**config.mk**
```make
export PLATFORM = sky130hd
export DESIGN_NAME = type_length_frame_extractor
export DESIGN_NICKNAME = d
export VERILOG_FILES = /design/src/hw/rtl/tlfe_pkg.sv /design/src/hw/rtl/tlfe_parser.sv /design/src/hw/rtl/type_length_frame_extractor.sv
export SDC_FILE = /design/constraint.sdc
export NUM_CORES = 1
export LEC_CHECK = 0
export BUFFER_PORTS_ARGS = -buffer_cell sky130_fd_sc_hd__buf_2
export CAP_MARGIN = 20
export CELL_PAD_IN_SITES_DETAIL_PLACEMENT = 1
export CELL_PAD_IN_SITES_GLOBAL_PLACEMENT = 2
export CORE_ASPECT_RATIO = 1.4
export CORE_MARGIN = 4
export CORE_UTILIZATION = 42
export CTS_CLUSTER_DIAMETER = 60
export CTS_CLUSTER_SIZE = 12
export DETAILED_ROUTE_END_ITERATION = 10
export PLACE_DENSITY = 0.9
export SYNTH_ARGS = -nofsm -noshare
export SYNTH_HDL_FRONTEND = slang
export SYNTH_HIERARCHICAL = 1
export SYNTH_SLANG_ARGS = --single-unit
```
**constraint.sdc**
```tcl
create_clock -name clk -period 6.11 [get_ports clk]
set_input_delay 0 -clock clk [delete_from_list [all_inputs] [get_ports clk]]
set_output_delay 0 -clock clk [all_outputs]
set_load 0.05 [all_outputs]
```
**src/hw/rtl/tlfe_pkg.sv**
```systemverilog
`timescale 1ns / 1ps
// ----------------------------------------------------------------------------
// tlfe_pkg: shared types and constants of the type-length frame extractor
// Holds the header position codes, the result record and the reset value of
// the maximum payload length register.
// ----------------------------------------------------------------------------
package tlfe_pkg;

    // Position within the frame: type byte, four length bytes, then payload.
    typedef enum logic [2:0] {
        POS_TYPE    = 3'd0,
        POS_LEN0    = 3'd1,
        POS_LEN1    = 3'd2,
        POS_LEN2    = 3'd3,
        POS_LEN3    = 3'd4,
        POS_PAYLOAD = 3'd5
    } tlfe_pos_t;

    // One result item as it leaves the block.
    typedef struct packed {
        logic [7:0] msg_type;
        logic [7:0] payload_byte;
        logic       byte_valid;
        logic       msg_last;
        logic       oversize_error;
    } tlfe_result_t;

    // Maximum payload length after reset (one mebibyte).
    localparam logic [31:0] RESET_MAX_LEN = 32'd1048576;

endpackage

```
**src/hw/rtl/tlfe_parser.sv**
```systemverilog
`timescale 1ns / 1ps
// ----------------------------------------------------------------------------
// tlfe_parser: frame header parser and payload counter
// Keeps the per-stream parse state and works out, in one pass of logic, the
// result (if any) that the registered input byte causes.
// ----------------------------------------------------------------------------
module tlfe_parser
(
    input  logic                  clk,
    input  logic                  rst_n,
    input  logic                  item_valid,
    input  logic                  item_fire,
    input  logic [7:0]            data_byte,
    input  logic                  chunk_end,
    input  logic [31:0]           max_len,
    output logic                  res_valid,
    output tlfe_pkg::tlfe_result_t res
);

    tlfe_pkg::tlfe_pos_t pos_reg;
    tlfe_pkg::tlfe_pos_t pos_next;
    logic [7:0]          type_reg;
    logic [7:0]          type_next;
    logic [31:0]         remaining_reg;
    logic [31:0]         remaining_next;
    logic                discard_reg;
    logic                discard_next;
    logic [31:0]         full_len;

    // The complete length once the last length byte arrives.
    assign full_len = {data_byte, remaining_reg[23:0]};

    // Next parse state and the result of the current byte.
    always_comb
    begin
        pos_next       = pos_reg;
        type_next      = type_reg;
        remaining_next = remaining_reg;
        discard_next   = discard_reg;
        res_valid      = 1'b0;
        res            = '0;
        res.msg_type   = type_reg;

        if (discard_reg)
        begin
            // Bytes are dropped until the end of the chunk.
            if (chunk_end)
            begin
                discard_next   = 1'b0;
                pos_next       = tlfe_pkg::POS_TYPE;
                remaining_next = '0;
            end
        end
        else
        begin
            unique case (pos_reg)
                tlfe_pkg::POS_TYPE:
                begin
                    type_next      = data_byte;
                    remaining_next = '0;
                    pos_next       = tlfe_pkg::POS_LEN0;
                end
                tlfe_pkg::POS_LEN0:
                begin
                    remaining_next[7:0] = data_byte;
                    pos_next            = tlfe_pkg::POS_LEN1;
                end
                tlfe_pkg::POS_LEN1:
                begin
                    remaining_next[15:8] = data_byte;
                    pos_next             = tlfe_pkg::POS_LEN2;
                end
                tlfe_pkg::POS_LEN2:
                begin
                    remaining_next[23:16] = data_byte;
                    pos_next              = tlfe_pkg::POS_LEN3;
                end
                tlfe_pkg::POS_LEN3:
                begin
                    // Header complete: check the length against the limit.
                    remaining_next = full_len;
                    pos_next       = tlfe_pkg::POS_PAYLOAD;
                    if (full_len > max_len)
                    begin
                        res_valid          = 1'b1;
                        res.msg_last       = 1'b1;
                        res.oversize_error = 1'b1;
                        pos_next           = tlfe_pkg::POS_TYPE;
                        remaining_next     = '0;
                        discard_next       = ~chunk_end;
                    end
                    else if (full_len == '0)
                    begin
                        res_valid    = 1'b1;
                        res.msg_last = 1'b1;
                        pos_next     = tlfe_pkg::POS_TYPE;
                    end
                end
                default:
                begin
                    // Payload phase; the unused codes behave the same way.
                    res_valid        = 1'b1;
                    res.payload_byte = data_byte;
                    res.byte_valid   = 1'b1;
                    if (remaining_reg <= 32'd1)
                    begin
                        res.msg_last   = 1'b1;
                        remaining_next = '0;
                        pos_next       = tlfe_pkg::POS_TYPE;
                    end
                    else
                    begin
                        remaining_next = remaining_reg - 32'd1;
                    end
                end
            endcase
        end

        // Without a byte in the input register nothing is produced.
        if (!item_valid)
        begin
            res_valid = 1'b0;
        end
    end

    // Parse state advances only when the byte is consumed.
    always_ff @(posedge clk or negedge rst_n)
    begin
        if (!rst_n)
        begin
            pos_reg       <= tlfe_pkg::POS_TYPE;
            type_reg      <= '0;
            remaining_reg <= '0;
            discard_reg   <= 1'b0;
        end
        else if (item_fire)
        begin
            pos_reg       <= pos_next;
            type_reg      <= type_next;
            remaining_reg <= remaining_next;
            discard_reg   <= discard_next;
        end
    end

    // While dropping bytes the parser sits at the start of a header.
    a_discard_at_type: assert property (@(posedge clk) disable iff (!rst_n)
        discard_reg |-> (pos_reg == tlfe_pkg::POS_TYPE))
        else $error("discard set outside the type position");

    // A dropped byte never gives a result.
    a_discard_silent: assert property (@(posedge clk) disable iff (!rst_n)
        discard_reg |-> !res_valid)
        else $error("result produced while discarding");

    // The payload counter is never zero during the payload phase.
    a_payload_count: assert property (@(posedge clk) disable iff (!rst_n)
        (pos_reg == tlfe_pkg::POS_PAYLOAD) |-> (remaining_reg != '0))
        else $error("payload phase with nothing remaining");

endmodule

```
**src/hw/rtl/type_length_frame_extractor.sv**
```systemverilog
`timescale 1ns / 1ps
// ----------------------------------------------------------------------------
// type_length_frame_extractor: streaming type-length-value deframer
// Splits a chunked byte stream into frames of type, 32-bit little-endian
// length and payload, passing payload bytes on one per request.
// ----------------------------------------------------------------------------
// Path: a result moves from the input register through the parse logic into
// the output register, held back only while an earlier result is stalled there.
// Throughput: one byte per cycle; the input register, parse logic and output
// register form a two-stage pipeline that stalls only on output back-pressure.
// Reset: rst_n clears both pipeline stages and the parse state, and sets the
// maximum payload length to 1048576.
module type_length_frame_extractor
(
    input  logic        clk,
    input  logic        rst_n,
    // Input byte stream
    input  logic        in_valid,
    output logic        in_stall,
    input  logic [7:0]  data_byte,
    input  logic        chunk_end,
    // Result stream
    output logic        out_valid,
    input  logic        out_stall,
    output logic [7:0]  msg_type,
    output logic [7:0]  payload_byte,
    output logic        byte_valid,
    output logic        msg_last,
    output logic        oversize_error,
    // Configuration write
    input  logic        cfg_valid,
    output logic        cfg_ready,
    input  logic [31:0] max_payload_len
);

    logic                   in_vld_reg;
    logic [7:0]             in_byte_reg;
    logic                   in_cend_reg;
    logic [31:0]            max_len_reg;
    logic                   out_vld_reg;
    tlfe_pkg::tlfe_result_t out_reg;
    logic                   res_valid;
    tlfe_pkg::tlfe_result_t res;
    logic                   fire;
    logic                   accept;

    // The held byte moves on unless its result would meet a full, stalled output.
    assign fire      = in_vld_reg && (!res_valid || !out_vld_reg || !out_stall);
    assign in_stall  = in_vld_reg && !fire;
    assign accept    = in_valid && !in_stall;
    assign cfg_ready = 1'b1;

    // Configuration register.
    always_ff @(posedge clk or negedge rst_n)
    begin
        if (!rst_n)
        begin
            max_len_reg <= tlfe_pkg::RESET_MAX_LEN;
        end
        else if (cfg_valid && cfg_ready)
        begin
            max_len_reg <= max_payload_len;
        end
    end

    // Input register.
    always_ff @(posedge clk or negedge rst_n)
    begin
        if (!rst_n)
        begin
            in_vld_reg <= 1'b0;
        end
        else if (accept)
        begin
            in_vld_reg <= 1'b1;
        end
        else if (fire)
        begin
            in_vld_reg <= 1'b0;
        end
    end

    always_ff @(posedge clk)
    begin
        if (accept)
        begin
            in_byte_reg <= data_byte;
            in_cend_reg <= chunk_end;
        end
    end

    // Header parser and payload counter.
    tlfe_parser u_parser
    (
        .clk       (clk),
        .rst_n     (rst_n),
        .item_valid(in_vld_reg),
        .item_fire (fire),
        .data_byte (in_byte_reg),
        .chunk_end (in_cend_reg),
        .max_len   (max_len_reg),
        .res_valid (res_valid),
        .res       (res)
    );

    // Output register.
    always_ff @(posedge clk or negedge rst_n)
    begin
        if (!rst_n)
        begin
            out_vld_reg <= 1'b0;
        end
        else if (fire && res_valid)
        begin
            out_vld_reg <= 1'b1;
        end
        else if (!out_stall)
        begin
            out_vld_reg <= 1'b0;
        end
    end

    always_ff @(posedge clk)
    begin
        if (fire && res_valid)
        begin
            out_reg <= res;
        end
    end

    assign out_valid      = out_vld_reg;
    assign msg_type       = out_reg.msg_type;
    assign payload_byte   = out_reg.payload_byte;
    assign byte_valid     = out_reg.byte_valid;
    assign msg_last       = out_reg.msg_last;
    assign oversize_error = out_reg.oversize_error;

    // A result is never loaded over one that is still stalled.
    a_no_overwrite: assert property (@(posedge clk) disable iff (!rst_n)
        (out_vld_reg && out_stall) |-> !(fire && res_valid))
        else $error("stalled result overwritten");

    // An error request is an empty, final result.
    a_error_shape: assert property (@(posedge clk) disable iff (!rst_n)
        (out_vld_reg && out_reg.oversize_error) |->
            (out_reg.msg_last && !out_reg.byte_valid && (out_reg.payload_byte == 8'd0)))
        else $error("malformed error result");

    // An empty result carries a zero payload byte.
    a_empty_zero: assert property (@(posedge clk) disable iff (!rst_n)
        (out_vld_reg && !out_reg.byte_valid) |-> (out_reg.payload_byte == 8'd0))
        else $error("empty result with non-zero payload byte");

endmodule
```
Yosys cells after proc, flatten, opt, wreduce, memory -nomap -nowiden
Index checks and enable logic that the tools add are counted.
{"block": "word_totals", "out_inout_bits": 22, "word_cells": 94, "inputBits": 46, "ff_bits": 106}
{"block": "classes", "magnitude_cmp": 2, "add_sub_neg": 1, "bitwise_logic": 3, "n_reduce_logical": 29, "n_mux": 31, "eq_ne": 11}
{"cell": "$mux 32", "n": 4}
{"cell": "$pmux 8 s4", "n": 3}
{"cell": "$gt 32x32->1", "n": 1}
{"cell": "$le 32x1->1 const B", "n": 1}
{"cell": "$logic_not 32->1", "n": 1}
{"cell": "$sub 32x1->32 const B", "n": 1}
{"cell": "$pmux 8 s3", "n": 1}
{"cell": "$mux 1", "n": 15}
{"cell": "$mux 3", "n": 5}
{"cell": "$pmux 3 s5", "n": 1}
{"cell": "$reduce_and 4->1", "n": 3}
{"cell": "$ne 2x1->1 const B", "n": 5}
{"cell": "$reduce_and 3->1", "n": 3}
{"cell": "$reduce_or 2->1", "n": 4}
{"cell": "$reduce_bool 7->1", "n": 1}
{"cell": "$eq 3x2->1 const B", "n": 2}
{"cell": "$reduce_or 6->1", "n": 1}
{"cell": "$logic_not 1->1", "n": 5}
{"cell": "$reduce_or 5->1", "n": 1}
{"cell": "$logic_and 1x1->1", "n": 4}
{"cell": "$pmux 1 s2", "n": 2}
{"cell": "$reduce_or 4->1", "n": 1}
{"cell": "$eq 3x1->1 const B", "n": 1}
{"cell": "$eq 3x3->1 const B", "n": 1}
{"cell": "other kinds (7)", "n": 10}

Logic depth before layout (Yosys ltp)
Gate-level depths: netlist of run 1.
{"block": "logic_depth", "word_depth": 15, "mapped_depth": 17, "mapped_depth_nobuf": 16}

Cells and area by module
The synthesis of run 1 kept the hierarchy.
{"mod": "tlfe_parser", "seq_area_each_um2": 1101.1, "cells_each": 468, "area_per_inst_um2": 3856.2, "instances": 1}
{"mod": "type_length_frame_extractor", "seq_area_each_um2": 1692.9, "cells_each": 110, "area_per_inst_um2": 2297.2, "instances": 1}

Worst setup path after synthesis of run 1
No wires, ideal clock.
{"block": "synth_path", "kind": "reg-to-reg", "startpoint": "reg in_byte_reg[5]", "endpoint": "reg u_parser.remaining_reg[18]", "t_arrival_ns": 3.940, "path_slack_ns": 2.046, "stages_incl_launch_ff": 15, "period_less_slack_ns": 4.064, "t_required_ns": 5.985, "setup_time_ns": 0.125, "path_buffers": 1, "cell_sequence": "edfxtp_1 > ha_1 > nand4_1 > nor4_1 > a22o_1 > or3_1 > o22ai_1 > clkbuf_1 > nand4_1 > and4_1 > a31oi_1 > o21a_1 > o311ai_0 > a21oi_1 > mux2_2"}
{"block": "synth_via", "elab_chain_cells": 11, "elab_cells_between_ends": 13, "cone_classes": "order compare (1); eq/ne (1); mux (5); reduce/logical (6)"}
{"item": "start: declaration", "line_no": "type_length_frame_extractor.sv:37", "source": "logic [7:0] in_byte_reg;"}
{"item": "start signal: assignment", "line_no": "type_length_frame_extractor.sv:87", "source": "in_byte_reg <= data_byte;"}
{"item": "parallel branches: the longest is 2 deep, another holds $gt 32x32->1"}
{"item": "$mux 1 (*)", "line_no": "tlfe_parser.sv:83", "source": "if (full_len > max_len)"}
{"item": "$pmux 1 s2 (*)", "line_no": "tlfe_parser.sv:56", "source": "unique case (pos_reg)"}
{"item": "$mux 1 (*)", "line_no": "tlfe_parser.sv:44", "source": "if (discard_reg)"}
{"item": "$mux 1 (*)", "line_no": "tlfe_parser.sv:120", "source": "if (!item_valid)"}
{"item": "via res_valid", "line_no": "type_length_frame_extractor.sv:42", "source": "logic res_valid;"}
{"item": "$logic_not 1->1 (*)", "line_no": "type_length_frame_extractor.sv:48", "source": "assign fire = in_vld_reg && (!res_valid || !out_vld_reg || !out_stall);"}
{"item": "$logic_or 1x1->1 (*) (2 in series)", "line_no": "type_length_frame_extractor.sv:48"}
{"item": "$logic_and 1x1->1 (*)", "line_no": "type_length_frame_extractor.sv:48"}
{"item": "via fire", "line_no": "type_length_frame_extractor.sv:44", "source": "logic fire;"}
{"item": "$reduce_and 4->1 (no line) (*)"}
{"item": "end signal: assignment", "line_no": "tlfe_parser.sv:140", "source": "remaining_reg <= remaining_next;"}
{"item": "end: declaration", "line_no": "tlfe_parser.sv:24", "source": "logic [31:0] remaining_reg;"}
Mark *: on every way through the listed nets, which the timed path passes.
A chain may end at the register's enable or synchronous reset.

Worst setup path in the final report of run 1
{"block": "layout_path", "startpoint": "reg in_byte_reg[7]", "endpoint": "reg u_parser.remaining_reg[20]"}
Same word-level chain as after synthesis.

==> impl_metrics.yaml, run 1 <==
run_status:
  status: "completed"
detailed_routing:
  wirelength_mm: 18.2
  wl_per_cell_um: 20.8
  drtIter0Drc: 317
  firstDrtPassIters: 5
  vias: 5020
  ant_nets: 0
  route.detailed.drc: 0
  vias_per_cell: 5.74
yosys:
  syn_inst: 578
  synth_xor_area_frac: 0.0199
  synth-seq-area-share: 0.454
  syn_area_sq_um: 6150
  syn_avg_cell_area_sq_um: 10.6
  synth_nets: 659
  synth_compound_area_frac: 0.134
  ys_warn_count: 6
  yosys.area_share.simple: 0.148
  synth_top_family_by_area: "simple AND/OR/NAND/NOR gates"
  synth_edf_count: 28
  synthAdderAreaFrac: 0.0712
  ys.flop_type: "dfrtp_1"
  async_reset_ff_frac: 0.736
  yosys_register_bits: 106
  synth_mux_area_frac: 0.113
  synthDistinctLibCells: 62
final_layout:
  diodes: 0
  areaGrowthSynthToFinish_pct: 19.6
  post-route-util: 0.510
  nNetsFinal: 762
  final-instance-count-excl-fill: 875
  n_fill_cell: 1615
  final_cell_mix: "dfrtp_1, buf_2, inv_1"
  layout-drive-gt1-share: 0.219
  layout_commonest_cell: "dfrtp_1"
clocking:
  cts_tree: "built"
  cts_buffers: 9
  cts_resized: 0
  path_clk_slew_ns: 0.09
  clock_path_buffers: 2
  clockRootBuffer: "clkbuf_16"
  post_cts_buffers: 0
  cts.htree.levels: 3
  clk_latency_ns: 0.37
  clkSinkCount: 106
critical_path:
  path_class: "reg -> reg"
  critPathMaxFanout: 12
  worstPathRequired_ns: 6.35
  cp.arrival_ns: 5.18
  start_kind: "flop"
  end_kind: "flop"
place:
  dp_hpwl_mm: 12.5
  dp_slack_ns: 1.28
  port-buffer-count: 66
  placedCellCount: 813
  gp_congestion: 0.900
sta:
  slew_headroom: 0.310
  slew_violations: 0
  hold_viol: 0
  period_needed_ns: 4.94
  setup-tns-final_ns: 0
  fin_skew_ns: 0.0159
  setup_viol_count_final: 0
  tightest_slew_ns: 1.03
  max_freq_mhz: 202
  rsz0062_at_grt: "no"
  setup_slack_ns: 1.17
  period_share: 0.808
power:
  cellPowerDensity_nw_per_um2: 243
  ir_drop_mv: 0.132
  p_leak_nw: 3.39
  p_total_mw: 1.79
floorplanning:
  fp.dieH_um: 151
  die-area_sq_um: 16700
  coreArea_sq_um: 14400
  die_w_um: 110
  start_util: 0.426
  ios: 68
  fp-row-count: 52
grt:
  grt_pass1_wl_mm: 28.8
  grt_usage: 0.227
  grt_max_degree: 79
  grt_antenna_before_repair: 0
  overflow: 0
  grt_pass1_vias: 5276
run:
  drv_cap: 0
min_path:
  min_path_type: "in -> async"
## final timing paths
| path | from | to | slack [ns] | cells after the start |
|---|---|---|---|---|
| min reg2reg | u_parser/type_reg[7] | msg_type[7] | 0.46 | 0 |
| max | in_byte_reg[7] | u_parser/remaining_reg[20] | 1.17 | 14 |
| min | rst_n | u_parser/type_reg[6] | 0.02 | 2 |
| max in group asynchronous | rst_n | u_parser/pos_reg[2] | 5.47 | 3 |
| max reg2reg | in_byte_reg[7] | u_parser/remaining_reg[20] | 1.17 | 14 |
| min in group clk | data_byte[4] | in_byte_reg[4] | 0.35 | 2 |
## through the flow
stage	instance area (sq um)	hold slack, ns
floorplan	6150	-0.296
global placement	6570	0.180
detailed placement	6570	0.180
CTS	7330	0.329
global route	7360	0.0383
finish	7360	0.0218
## area by class of cell
type                            instances  area, sq um  share of cell area
Tap cell                              189          236              0.0321
Sequential cell                       106         2790               0.380
Clock buffer                            9          225              0.0306
Multi-Input combinational cell        400         3000               0.408
Clock inverter                          7         88.8              0.0121
Timing Repair Buffer                  115          831               0.113
Inverter                               49          184              0.0250
## critical path, cell delays in order, from the launching register on
cell and delay, ns:
edfxtp_1 0.60, ha_1 0.42, nand4_1 0.15, nor4_1 0.10, a22o_1 0.21, or3_1 0.39, o22ai_1 0.17, buf_4 0.22
nand4_1 0.16, and4_1 0.30, a31oi_1 0.48, o21a_1 0.30, o311ai_0 0.16, a21oi_1 0.73, mux2_2 0.42
## kinds of logic after synthesis
family	Yosys count
AOI/OAI and AO/OA	124
xor gates and xnor gates	14
adders and majority gates	35
buffers and inverters	72
DFF	106
muxes	52
other	1
and+or+nand+nor	174
## report_power, final
| part | internal [mW] | switching [mW] | leakage (nW) |
|---|---|---|---|
| Sequential | 0.776 | 0.0477 | 1.20 |
| Combinational | 0.153 | 0.203 | 2.03 |
| Clock | 0.298 | 0.307 | 0.153 |
| Total | 1.23 | 0.559 | 3.39 |
## repair_timing
item                                   CTS  global route
setup endpoints to repair                0             0
hold buffers                            44             0
endpoints found under the hold margin  120             0
## cells in the mapped netlist (10+ instances only)
master	number	area (sq um)
nand2_1	36	135
clkbuf_1	14	52.6
nor2_1	44	165
o21ai_0	24	120
edfxtp_1	28	841
mux2_4	30	450
ha_1	35	438
dfrtp_1	77	1930
nand3_1	16	80.1
inv_1	48	180
mux2_2	21	236
nor4_1	14	87.6
a21oi_1	34	170
nor3_1	17	85.1
xor2_1	10	87.6
## layer usage
| layer | vias up | wire, um | part of all wire | GRT usage |
|---|---|---|---|---|
| met2 | 138 | 9730 | 0.53 | 0.409 |
| met3 | 29 | 691 | 0.038 | 0.0290 |
| met1 | 2520 | 7450 | 0.41 | 0.280 |
| li1 | 2333 | - | - | - |
| met5 | - | 0 | 0 | 0 |
| met4 | 0 | 329 | 0.018 | 0.0678 |
Note: power is estimated with default switching activity, not from simulation.
==> run 2, diff against run 1 <==
--- a/config.mk
+++ b/config.mk
@@ -11,11 +11,11 @@
 export CELL_PAD_IN_SITES_GLOBAL_PLACEMENT = 2
 export CORE_ASPECT_RATIO = 1.4
 export CORE_MARGIN = 4
-export CORE_UTILIZATION = 42
+export CORE_UTILIZATION = 35
 export CTS_CLUSTER_DIAMETER = 60
 export CTS_CLUSTER_SIZE = 12
 export DETAILED_ROUTE_END_ITERATION = 10
-export PLACE_DENSITY = 0.9
+export PLACE_DENSITY = 0.81
 export SYNTH_ARGS = -nofsm -noshare
 export SYNTH_HDL_FRONTEND = slang
 export SYNTH_HIERARCHICAL = 1
==> constraint.sdc (replaced) <==
create_clock -name clk -period 3.95 [get_ports clk]
set_input_delay 0 -clock clk [delete_from_list [all_inputs] [get_ports clk]]
set_output_delay 0 -clock clk [all_outputs]
set_load 0.05 [all_outputs]
==> run 2 against run 1 <==
Against the previous run:
- first-iteration DRC count decreased by 14%
- critical path depth unchanged
- via count increased by 0.54%
- largest cell class unchanged
- highest routed layer unchanged
- die area increased by 19%
- wire length decreased by 0.17%
==> impl_metrics.yaml, run 2 (synthesized netlist as in run 1, its figures left out) <==
power:
  p_leak_nw: 3.50
  ir_drop_mv: 0.276
  cellPowerDensity_nw_per_um2: 367
critical_path:
  path_cells: "inv_1, ha_1, a21oi_1, o21ai_0, a22o_1, or3_1, o22ai_2, nand4_1, and4_4, a31oi_4, buf_4, nor2b_1, o21ai_0, o221ai_1"
  r2r_slack_ns: 0.22
  cpPeakStageDelay_ns: 0.53
  crit_buf_inv: 2
  slowest_stage: "dfstp_2"
  r2r_start: "max_len_reg[20]"
  path_class: "reg -> reg"
  rr_worst_depth: 14
  start_kind: "flop"
  cp.arrival_ns: 4.00
  timing.critical_path.mode_cell: "o21ai_0"
  worstReg2RegEnd: "u_parser/remaining_reg[16]"
  end_kind: "flop"
  cpLargestDelayFamily: "compound AO/OA/AOI/OAI gates"
  worstPathRequired_ns: 4.21
  critPathMaxFanout: 4
final_layout:
  areaGrowthSynthToFinish_pct: 24.3
  post-route-util: 0.441
  final_cell_mix: "dfrtp_1, buf_2, inv_1"
  layout-drive-gt1-share: 0.258
  nNetsFinal: 785
  n_fill_cell: 1934
  layout_commonest_cell: "dfrtp_1"
  diodes: 0
sta:
  setup_viol_count_final: 0
  max_freq_mhz: 268
  period_needed_ns: 3.73
  slew_headroom: 0.316
  setup_slack_ns: 0.216
  rsz0062_at_grt: "no"
  period_share: 0.945
  tightest_slew_ns: 1.03
  hold_viol: 0
  fin_skew_ns: 0.0152
  slew_violations: 0
grt:
  grt_usage: 0.190
  overflow: 0
  met3_usage: 0.0226
  grt_pass1_wl_mm: 29.3
  use_met1: 0.234
  grt_antenna_before_repair: 0
  top_usage_layer: "met2"
  grt_pass1_vias: 5421
  grt_max_degree: 79
  use_met2: 0.331
clocking:
  cts_buffers: 9
  cts.htree.levels: 3
  clk_latency_ns: 0.38
  clockRootBuffer: "clkbuf_16"
  clkSinkCount: 106
  clock_path_buffers: 2
  path_clk_slew_ns: 0.09
  cts_tree: "built"
floorplanning:
  die_w_um: 120
  coreArea_sq_um: 17300
  fp.dieH_um: 165
  ios: 68
  fp-row-count: 57
  start_util: 0.355
  die-area_sq_um: 19800
run:
  drv_cap: 0
min_path:
  min_path_type: "in -> async"
detailed_routing:
  firstDrtPassIters: 4
  drtIter0Drc: 272
  ant_nets: 0
  wirelength_mm: 18.2
  route.detailed.drc: 0
  vias: 5047
  wl_per_cell_um: 19.2
  vias_per_cell: 5.34
place:
  port-buffer-count: 66
  gp_congestion: 0.901
  dp_slack_ns: -0.00633
  dp_hpwl_mm: 13.4
run_status:
  status: "completed"
run 2: cell types whose count changed in the layout (fill, tap and decap cells not counted), sizes merged:
cell / previous run / this run
buf: 70 / 94
clkbuf: 10 / 9
run 2: where the power goes:
group	total, mW	switching (mW)	internal (mW)
registers	1.26	0.0627	1.20
clock network	0.966	0.506	0.460
logic	0.580	0.329	0.251
run 2: worst register-to-register path: stages (launching register included):
cell	delay [ns]
dfstp_2	0.53
inv_1	0.04
ha_1	0.19
a21oi_1	0.16
o21ai_0	0.09
a22o_1	0.23
or3_1	0.41
o22ai_2	0.17
nand4_1	0.15
and4_4	0.27
a31oi_4	0.21
buf_4	0.17
nor2b_1	0.23
o21ai_0	0.37
o221ai_1	0.39
run 2: per-layer routing:
metal	vias to the layer above	wire length (um)	share of wire
met5	-	0	0
met4	0	614	0.034
met3	38	625	0.034
met2	126	9300	0.51
met1	2503	7640	0.42
li1	2380	-	-
run 2: worst max-delay path by stage:
| stage | start | endpoint | depth (start not counted) |
|---|---|---|---|
| 3_5_place_dp | max_len_reg[20] | u_parser/remaining_reg[11] | 14 |
| 2_1_floorplan | in_byte_reg[5] | u_parser/remaining_reg[1] | 14 |
| 3_3_place_gp | max_len_reg[20] | u_parser/remaining_reg[10] | 14 |
| 5_1_grt | in_byte_reg[7] | u_parser/remaining_reg[18] | 14 |
| 4_1_cts | max_len_reg[20] | u_parser/remaining_reg[25] | 14 |
| 6_report | max_len_reg[20] | u_parser/remaining_reg[16] | 14 |
run 2: stage by stage:
stage / power, mW / cells / setup TNS [ns] / hold WS, ns / area, sq um
after floorplan: 1.63 / 578 / 0 / -0.296 / 6170
after global placement: 1.79 / 883 / 0 / 0.179 / 6820
after detailed placement: 1.82 / 883 / -0.00795 / 0.182 / 6820
after CTS: 2.82 / 943 / 0 / 0.335 / 7580
after global routing: 2.95 / 945 / 0 / 0.166 / 7650
final: 2.81 / 945 / 0 / 0.133 / 7650
run 2: what timing repair did:
action | 4_1_cts | 5_1_grt
gates resized for setup | 2 | 9
setup endpoints to repair | 12 | 39
hold endpoints to repair | 120 | 0
hold buffers | 44 | 0
buffers inserted | 0 | 1
run 2: layout make-up:
cell class | instances | area (sq um) | share of cell area
Clock buffer | 9 | 225 | 0.0294
Clock inverter | 7 | 86.3 | 0.0113
Inverter | 49 | 184 | 0.0240
Multi-Input combinational cell | 400 | 3060 | 0.400
Sequential cell | 106 | 2790 | 0.365
Tap cell | 236 | 295 | 0.0386
Timing Repair Buffer | 138 | 1000 | 0.131
